`src/sv/pdr_pkg.sv`:
```
// Shared types and constants for the PWM dimming ramp controller.
`default_nettype none

package pdr_pkg;

    localparam int LEVEL_W    = 10;
    localparam int AMOUNT_W   = 16;
    localparam int ELAPSED_W  = 17;
    localparam int INTERVAL_W = 8;
    localparam int ACTION_W   = 3;
    localparam int APB_AW     = 4;
    localparam int APB_DW     = 32;

    localparam logic [LEVEL_W-1:0]    MAX_LEVEL_RST      = LEVEL_W'(1000);
    localparam logic [LEVEL_W-1:0]    STEPDOWN_FLOOR_RST = LEVEL_W'(100);
    localparam logic [INTERVAL_W-1:0] RAMP_INTERVAL_RST  = INTERVAL_W'(10);
    localparam logic [ELAPSED_W-1:0]  ELAPSED_MAX        = {ELAPSED_W{1'b1}};

    typedef enum logic [ACTION_W-1:0] {
        ACT_TICK      = 3'd0,
        ACT_SET       = 3'd1,
        ACT_STEP_UP   = 3'd2,
        ACT_STEP_DOWN = 3'd3,
        ACT_ON        = 3'd4,
        ACT_OFF       = 3'd5
    } action_t;

    typedef enum logic [1:0] {
        REG_MAX_LEVEL      = 2'd0,
        REG_STEPDOWN_FLOOR = 2'd1,
        REG_RAMP_INTERVAL  = 2'd2
    } reg_index_t;

    typedef struct packed {
        logic [LEVEL_W-1:0]    max_level;
        logic [LEVEL_W-1:0]    stepdown_floor;
        logic [INTERVAL_W-1:0] ramp_interval;
    } cfg_t;

    typedef struct packed {
        logic [LEVEL_W-1:0] duty;
        logic               lit;
        logic               ramping;
        logic               off_pending;
    } result_t;

endpackage

`default_nettype wire

```
`src/sv/pdr_cfg_regs.sv`:
```
// APB configuration registers for the PWM dimming ramp controller.
`default_nettype none

module pdr_cfg_regs (
    input  wire logic                        aclk,
    input  wire logic                        aresetn,
    input  wire logic                        psel,
    input  wire logic                        penable,
    input  wire logic                        pwrite,
    input  wire logic [pdr_pkg::APB_AW-1:0]  paddr,
    input  wire logic [pdr_pkg::APB_DW-1:0]  pwdata,
    output logic      [pdr_pkg::APB_DW-1:0]  prdata,
    output logic                             pready,
    output pdr_pkg::cfg_t                    cfg
);

    pdr_pkg::cfg_t       cfg_reg;
    pdr_pkg::reg_index_t index;
    logic                wr_en;

    assign index  = pdr_pkg::reg_index_t'(paddr[3:2]);
    assign wr_en  = psel && penable && pwrite;
    assign pready = 1'b1;
    assign cfg    = cfg_reg;

    always_ff @(posedge aclk) begin
        if (!aresetn) begin
            cfg_reg.max_level      <= pdr_pkg::MAX_LEVEL_RST;
            cfg_reg.stepdown_floor <= pdr_pkg::STEPDOWN_FLOOR_RST;
            cfg_reg.ramp_interval  <= pdr_pkg::RAMP_INTERVAL_RST;
        end else if (wr_en) begin
            case (index)
                pdr_pkg::REG_MAX_LEVEL: begin
                    cfg_reg.max_level <= pwdata[pdr_pkg::LEVEL_W-1:0];
                end
                pdr_pkg::REG_STEPDOWN_FLOOR: begin
                    cfg_reg.stepdown_floor <= pwdata[pdr_pkg::LEVEL_W-1:0];
                end
                pdr_pkg::REG_RAMP_INTERVAL: begin
                    cfg_reg.ramp_interval <= pwdata[pdr_pkg::INTERVAL_W-1:0];
                end
                default: begin
                end
            endcase
        end
    end

    always_comb begin
        prdata = '0;
        case (index)
            pdr_pkg::REG_MAX_LEVEL: begin
                prdata = pdr_pkg::APB_DW'(cfg_reg.max_level);
            end
            pdr_pkg::REG_STEPDOWN_FLOOR: begin
                prdata = pdr_pkg::APB_DW'(cfg_reg.stepdown_floor);
            end
            pdr_pkg::REG_RAMP_INTERVAL: begin
                prdata = pdr_pkg::APB_DW'(cfg_reg.ramp_interval);
            end
            default: begin
                prdata = '0;
            end
        endcase
    end

endmodule

`default_nettype wire

```
`src/sv/pdr_core.sv`:
```
// Dimming state and its combinational update for one item.
`default_nettype none

module pdr_core (
    input  wire logic                          aclk,
    input  wire logic                          aresetn,
    input  wire logic                          advance,
    input  wire logic [pdr_pkg::ACTION_W-1:0]  action,
    input  wire logic [pdr_pkg::AMOUNT_W-1:0]  amount,
    input  wire pdr_pkg::cfg_t                 cfg,
    output pdr_pkg::result_t                   result
);

    localparam int LW = pdr_pkg::LEVEL_W;
    localparam int AW = pdr_pkg::AMOUNT_W;
    localparam int EW = pdr_pkg::ELAPSED_W;
    localparam int IW = pdr_pkg::INTERVAL_W;

    logic [LW-1:0] level_reg,         level_next;
    logic [LW-1:0] duty_reg,          duty_next;
    logic [LW-1:0] target_reg,        target_next;
    logic          lit_reg,           lit_next;
    logic          off_wait_reg,      off_wait_next;
    logic [EW-1:0] off_elapsed_reg,   off_elapsed_next;
    logic [AW-1:0] off_limit_reg,     off_limit_next;
    logic [IW-1:0] prescale_reg,      prescale_next;

    pdr_pkg::action_t act;
    logic [EW-1:0]    elapsed_inc;
    logic [IW-1:0]    interval;
    logic [IW-1:0]    prescale_inc;
    logic [AW:0]      up_sum;
    logic [LW-1:0]    up_level;
    logic [LW-1:0]    set_level;
    logic [LW-1:0]    down_diff;
    logic [LW-1:0]    down_level;

    assign act          = pdr_pkg::action_t'(action);
    assign elapsed_inc  = (off_elapsed_reg < pdr_pkg::ELAPSED_MAX)
                          ? off_elapsed_reg + EW'(1) : off_elapsed_reg;
    assign interval     = (cfg.ramp_interval == '0) ? IW'(1) : cfg.ramp_interval;
    assign prescale_inc = prescale_reg + IW'(1);

    assign set_level = (amount > AW'(cfg.max_level)) ? cfg.max_level : amount[LW-1:0];
    assign up_sum    = (AW+1)'(amount) + (AW+1)'(level_reg);
    assign up_level  = (up_sum > (AW+1)'(cfg.max_level)) ? cfg.max_level
                                                          : up_sum[LW-1:0];
    assign down_diff  = level_reg - amount[LW-1:0];
    assign down_level = (down_diff < cfg.stepdown_floor) ? cfg.stepdown_floor
                                                         : down_diff;

    always_comb begin
        level_next       = level_reg;
        duty_next        = duty_reg;
        target_next      = target_reg;
        lit_next         = lit_reg;
        off_wait_next    = off_wait_reg;
        off_elapsed_next = off_elapsed_reg;
        off_limit_next   = off_limit_reg;
        prescale_next    = prescale_reg;
        case (act)
            pdr_pkg::ACT_TICK: begin
                if (off_wait_reg) begin
                    off_elapsed_next = elapsed_inc;
                end
                if (off_wait_reg && (elapsed_inc > EW'(off_limit_reg))) begin
                    off_wait_next = 1'b0;
                    duty_next     = level_reg;
                    target_next   = '0;
                    prescale_next = '0;
                end else if (duty_reg != target_reg) begin
                    if (prescale_inc >= interval) begin
                        prescale_next = '0;
                        if (duty_reg < target_reg) begin
                            duty_next = duty_reg + LW'(1);
                        end else begin
                            duty_next = duty_reg - LW'(1);
                        end
                    end else begin
                        prescale_next = prescale_inc;
                    end
                end
            end
            pdr_pkg::ACT_SET: begin
                duty_next     = set_level;
                target_next   = set_level;
                prescale_next = '0;
                lit_next      = (set_level != '0);
            end
            pdr_pkg::ACT_STEP_UP: begin
                if (up_level > level_reg) begin
                    duty_next     = level_reg;
                    target_next   = up_level;
                    prescale_next = '0;
                end
                level_next = up_level;
            end
            pdr_pkg::ACT_STEP_DOWN: begin
                if (AW'(level_reg) > amount) begin
                    if (down_level < level_reg) begin
                        duty_next     = level_reg;
                        target_next   = down_level;
                        prescale_next = '0;
                    end
                    level_next = down_level;
                end
            end
            pdr_pkg::ACT_ON: begin
                off_wait_next = 1'b0;
                if (!lit_reg) begin
                    lit_next      = 1'b1;
                    duty_next     = '0;
                    target_next   = level_reg;
                    prescale_next = '0;
                end
            end
            pdr_pkg::ACT_OFF: begin
                if (lit_reg) begin
                    lit_next         = 1'b0;
                    off_wait_next    = 1'b1;
                    off_limit_next   = amount;
                    off_elapsed_next = '0;
                end
            end
            default: begin
            end
        endcase
    end

    always_ff @(posedge aclk) begin
        if (!aresetn) begin
            level_reg       <= '0;
            duty_reg        <= '0;
            target_reg      <= '0;
            lit_reg         <= 1'b0;
            off_wait_reg    <= 1'b0;
            off_elapsed_reg <= '0;
            off_limit_reg   <= '0;
            prescale_reg    <= '0;
        end else if (advance) begin
            level_reg       <= level_next;
            duty_reg        <= duty_next;
            target_reg      <= target_next;
            lit_reg         <= lit_next;
            off_wait_reg    <= off_wait_next;
            off_elapsed_reg <= off_elapsed_next;
            off_limit_reg   <= off_limit_next;
            prescale_reg    <= prescale_next;
        end
    end

    assign result.duty        = duty_next;
    assign result.lit         = lit_next;
    assign result.ramping     = (duty_next != target_next);
    assign result.off_pending = off_wait_next;

endmodule

`default_nettype wire

```
`src/sv/pwm_dimming_ramp_controller.sv`:
```
// Top level of the PWM dimming ramp controller with input and result registers.
// An item waits in the input register and its result is held in the result register.
// One item per cycle while m_ready does not stall the output; the state update is a
// single pass of compare, add and clamp logic between input and result register.
// Reset clears the dimming state to zero and loads the register defaults.
`default_nettype none

module pwm_dimming_ramp_controller (
    input  wire logic                          aclk,
    input  wire logic                          aresetn,
    input  wire logic                          s_valid,
    output logic                               s_ready,
    input  wire logic [pdr_pkg::ACTION_W-1:0]  s_action,
    input  wire logic [pdr_pkg::AMOUNT_W-1:0]  s_amount,
    output logic                               m_valid,
    input  wire logic                          m_ready,
    output logic      [pdr_pkg::LEVEL_W-1:0]   m_duty,
    output logic                               m_lit,
    output logic                               m_ramping,
    output logic                               m_off_pending,
    input  wire logic                          psel,
    input  wire logic                          penable,
    input  wire logic                          pwrite,
    input  wire logic [pdr_pkg::APB_AW-1:0]    paddr,
    input  wire logic [pdr_pkg::APB_DW-1:0]    pwdata,
    output logic      [pdr_pkg::APB_DW-1:0]    prdata,
    output logic                               pready
);

    logic                          in_valid_reg;
    logic [pdr_pkg::ACTION_W-1:0]  in_action_reg;
    logic [pdr_pkg::AMOUNT_W-1:0]  in_amount_reg;
    logic                          out_valid_reg;
    pdr_pkg::result_t              out_reg;
    pdr_pkg::result_t              result;
    pdr_pkg::cfg_t                 cfg;
    logic                          advance;

    assign advance = in_valid_reg && (!out_valid_reg || m_ready);
    assign s_ready = !in_valid_reg || advance;

    pdr_cfg_regs u_cfg (
        .aclk    (aclk),
        .aresetn (aresetn),
        .psel    (psel),
        .penable (penable),
        .pwrite  (pwrite),
        .paddr   (paddr),
        .pwdata  (pwdata),
        .prdata  (prdata),
        .pready  (pready),
        .cfg     (cfg)
    );

    pdr_core u_core (
        .aclk    (aclk),
        .aresetn (aresetn),
        .advance (advance),
        .action  (in_action_reg),
        .amount  (in_amount_reg),
        .cfg     (cfg),
        .result  (result)
    );

    always_ff @(posedge aclk) begin
        if (!aresetn) begin
            in_valid_reg <= 1'b0;
        end else if (s_ready) begin
            in_valid_reg <= s_valid;
        end
    end

    always_ff @(posedge aclk) begin
        if (s_valid && s_ready) begin
            in_action_reg <= s_action;
            in_amount_reg <= s_amount;
        end
    end

    always_ff @(posedge aclk) begin
        if (!aresetn) begin
            out_valid_reg <= 1'b0;
        end else if (advance) begin
            out_valid_reg <= 1'b1;
        end else if (m_ready) begin
            out_valid_reg <= 1'b0;
        end
    end

    always_ff @(posedge aclk) begin
        if (advance) begin
            out_reg <= result;
        end
    end

    assign m_valid       = out_valid_reg;
    assign m_duty        = out_reg.duty;
    assign m_lit         = out_reg.lit;
    assign m_ramping     = out_reg.ramping;
    assign m_off_pending = out_reg.off_pending;

endmodule

`default_nettype wire

```
`config.mk`:
```
export PLATFORM = sky130hd
export DESIGN_NAME = pwm_dimming_ramp_controller
export DESIGN_NICKNAME = d
export VERILOG_FILES = /design/src/sv/pdr_pkg.sv /design/src/sv/pdr_cfg_regs.sv /design/src/sv/pdr_core.sv /design/src/sv/pwm_dimming_ramp_controller.sv
export SDC_FILE = /design/constraint.sdc
export NUM_CORES = 1
export LEC_CHECK = 0
export ABC_AREA = 1
export BUFFER_PORTS_ARGS = -buffer_cell sky130_fd_sc_hd__buf_4
export CAP_MARGIN = 20
export CORE_UTILIZATION = 45
export CTS_BUF_LIST = sky130_fd_sc_hd__clkbuf_4 sky130_fd_sc_hd__clkbuf_8
export CTS_CLUSTER_DIAMETER = 200
export DETAILED_ROUTE_END_ITERATION = 10
export PLACE_DENSITY_LB_ADDON = 0.25
export SYNTH_ARGS = -nofsm -noshare
export SYNTH_HDL_FRONTEND = slang
export SYNTH_SLANG_ARGS = --single-unit
```
`constraint.sdc`:
```
create_clock -name aclk -period 8.7 [get_ports aclk]
set_input_delay 0 -clock aclk [delete_from_list [all_inputs] [get_ports aclk]]
set_output_delay 0 -clock aclk [all_outputs]
set_load 0.02 [all_outputs]
```
==> results.yml <==
critical_path:
  cp_common_cell: "nand2_1"
  path_class: "flop to flop"
  critPathSlowestCell: "nor2_2"
  critical_path_required_ns: 8.94
  worst_setup_path_end_kind: "flop"
  critPathLaunchType: "flop"
  worstPathMaxFanout: 21
  worstPathArrival_ns: 7.01
  cpPeakStageDelay_ns: 0.55
power_and_ir_drop:
  internal-power_mw: 1.06
  irDropWorstVdd_mv: 0.0867
  p_switching_mw: 0.661
  switching_share_pct: 38.5
  powerDensity_nw_per_um2: 135
  p_leak_nw: 6.13
  p_seq_share_pct: 40.5
  p_clk_share_pct: 29.9
  combinationalPowerShare_pct: 29.6
floorplanning:
  initial_utilization_pct: 46.5
  core_area_um2: 24600
  die-area_um2: 26100
  die_w_um: 161
  rows: 57
  die_y_um: 161
  io_pins: 110
min_path:
  hold_path.class: "input pin to flop"
timing:
  finalClockSkew_ns: 0.0197
  slew_violations: 0
  worst_slew_pin_slew_ns: 0.977
  min_period_over_period_pct: 77.9
  tns_ns: 0
  setup_violations: 0
  relSlewSlack_pct: 34.6
  rsz0062_at_grt: "no"
  min_period_ns: 6.77
  hold_viol_final: 0
  max_clock_freq_ghz: 0.148
  holdWs_ns: 0.0808
finish:
  multi_input_area_um2: 7110
  area_growth_pct: 11.3
  instances_no_fill: 2118
  largest_reg_flops: 28
  antenna_cells: 0
  layout.nets: 1958
  register_area_um2: 3020
  postLayoutCoreUtil_pct: 51.7
  stdcell_area_um2: 12700
  nFillCells: 2494
  drive_above_1_share_pct: 8.53
synthesis:
  synth_cells: 1713
  synth.ff_latch_count: 135
  synth.distinct_cells: 54
  yosys_warnings: 0
  synth.avg_cell_area_um2: 6.68
  yosysTopAreaCellShare_pct: 18.0
  netlist_area_um2: 11400
  synth_top_cells_by_area: "dfxtp_1, nand2_1, ha_1, edfxtp_1, inv_1"
  yosysTopAreaCell: "dfxtp_1"
  async_flop_share_pct: 0
  yosysMostFrequentCell: "nand2_1"
  synth_edf_count: 32
  synth_commonest_cells: "nand2_1, inv_1, a21oi_1"
  ys.flop_type: "dfxtp_1"
  seq_area_frac_synth_pct: 26.4
cts:
  cts_tree: "yes"
  root_buffer: "clkbuf_8"
  cts_sinks: 135
  hold_buffers: 34
  numCtsBuffers: 17
  post_cts_resized: 0
  clockBufferDepth: 2
  htree_num_levels: 4
  clock_latency_ns: 0.49
  cts_setup_buffers: 0
  clkTransAtPathRegs_ns: 0.09
global_routing:
  antenna_found_initial: 0
  grt_overflow_total: 0
  grt_usage_pct: 26.9
  grt_pass1_wl_mm: 55.2
  grt_pass1_vias: 10566
  grt_start_max_net_pins: 64
placement:
  hpwl_mm: 26.8
  io_buffers: 62
  placed_area_um2: 12000
  gp_congestion: 0.977
  post-place-cells: 2050
detailed_routing:
  detail-route-antenna-nets: 0
  vias_per_cell: 5.41
  route.detailed.drc: 0
  wirelength_mm: 34.5
  vias: 11457
  wl_per_cell_um: 16.3
  dr.first_iter.drc_count: 1045
  first_pass_iters: 6
run_status:
  outcome: "finished clean"
run:
  cap_violations: 0
layout make-up:
| class | count | area share [%] |
|---|---|---|
| inverter | 253 | 7.50 |
| clock buffer | 18 | 1.95 |
| sequential | 135 | 23.7 |
| timing repair buffer | 104 | 6.85 |
| tap | 324 | 3.18 |
| multi-input combinational | 1270 | 55.9 |
| clock inverter | 14 | 0.885 |
critical path, delay by kind of cell (launching register included):
kind / cells / cell delay, ns
AO/OA/AOI/OAI: 5 / 0.69
buffers and inverters: 7 / 0.81
flip-flops: 1 / 0.44
AND/OR/NAND/NOR: 25 / 3.33
adder cells (fa/ha/maj): 3 / 0.99
XOR/XNOR: 1 / 0.26
per-layer routing:
metal	global-route usage, %	up-vias	part of all wire, %
met5	0	-	0
met4	7.98	0	1.7
met3	4.19	47	6.2
met2	44.2	372	46
met1	36.3	5258	46
li1	-	5780	-
cell families (layout without fill, tap and decap cells):
| group | Yosys count | after routing | synth area share, % |
|---|---|---|---|
| adder cells (fa/ha/maj) | 115 | 115 | 12.8 |
| XOR/XNOR | 43 | 43 | 3.29 |
| other | 2 | 23 | 0.0656 |
| flip-flops | 135 | 135 | 26.4 |
| AND/OR/NAND/NOR | 713 | 713 | 26.6 |
| AO/OA/AOI/OAI | 376 | 376 | 18.7 |
| buffers and inverters | 329 | 389 | 12.1 |
stage by stage:
stage	setup WS, ns	total power, mW
after floorplan	3.62	1.07
after detailed placement	2.09	1.20
after global routing	1.46	1.82
after CTS	2.06	1.72
after global placement	2.15	1.19
final	1.93	1.72
worst paths after layout:
check,start,endpoint,slack (ns),cells past startpoint
min,penable,u_cfg.cfg[10]$_SDFFE_PN1P_,0.08,4
min reg2reg,u_core.off_elapsed_reg[15]$_SDFFE_PN0P_,u_core.off_elapsed_reg[15]$_SDFFE_PN0P_,0.50,2
max reg2reg,in_amount_reg[2]$_DFFE_PP_,m_ramping$_DFFE_PP_,1.93,41
max,in_amount_reg[2]$_DFFE_PP_,m_ramping$_DFFE_PP_,1.93,41
power groups by stage:
stage	logic (mW)	clock network, mW	registers (mW)
5_1_grt	0.572	0.547	0.698
3_5_place_dp	0.488	0	0.709
2_1_floorplan	0.367	0	0.703
3_3_place_gp	0.477	0	0.709
6_report	0.507	0.514	0.695
4_1_cts	0.503	0.521	0.695
layout by cell type, fill, tap and decap left out, types with 8 or more instances in the layout:
master           n
nand2_1        420
inv_1          243
a21oi_1        161
o21ai_0        115
nor2_1         114
ha_1           112
dfxtp_1        103
nand3_1         88
buf_4           69
nand4_1         35
xor2_1          34
dlygate4sd3_1   34
edfxtp_1        32
conb_1          23
o211ai_1        20
nor3_1          19
clkbuf_8        19
o21ai_1         11
xnor2_1          9
a221oi_1         9
o221ai_1         8
Power figures use the tool's default switching activity.
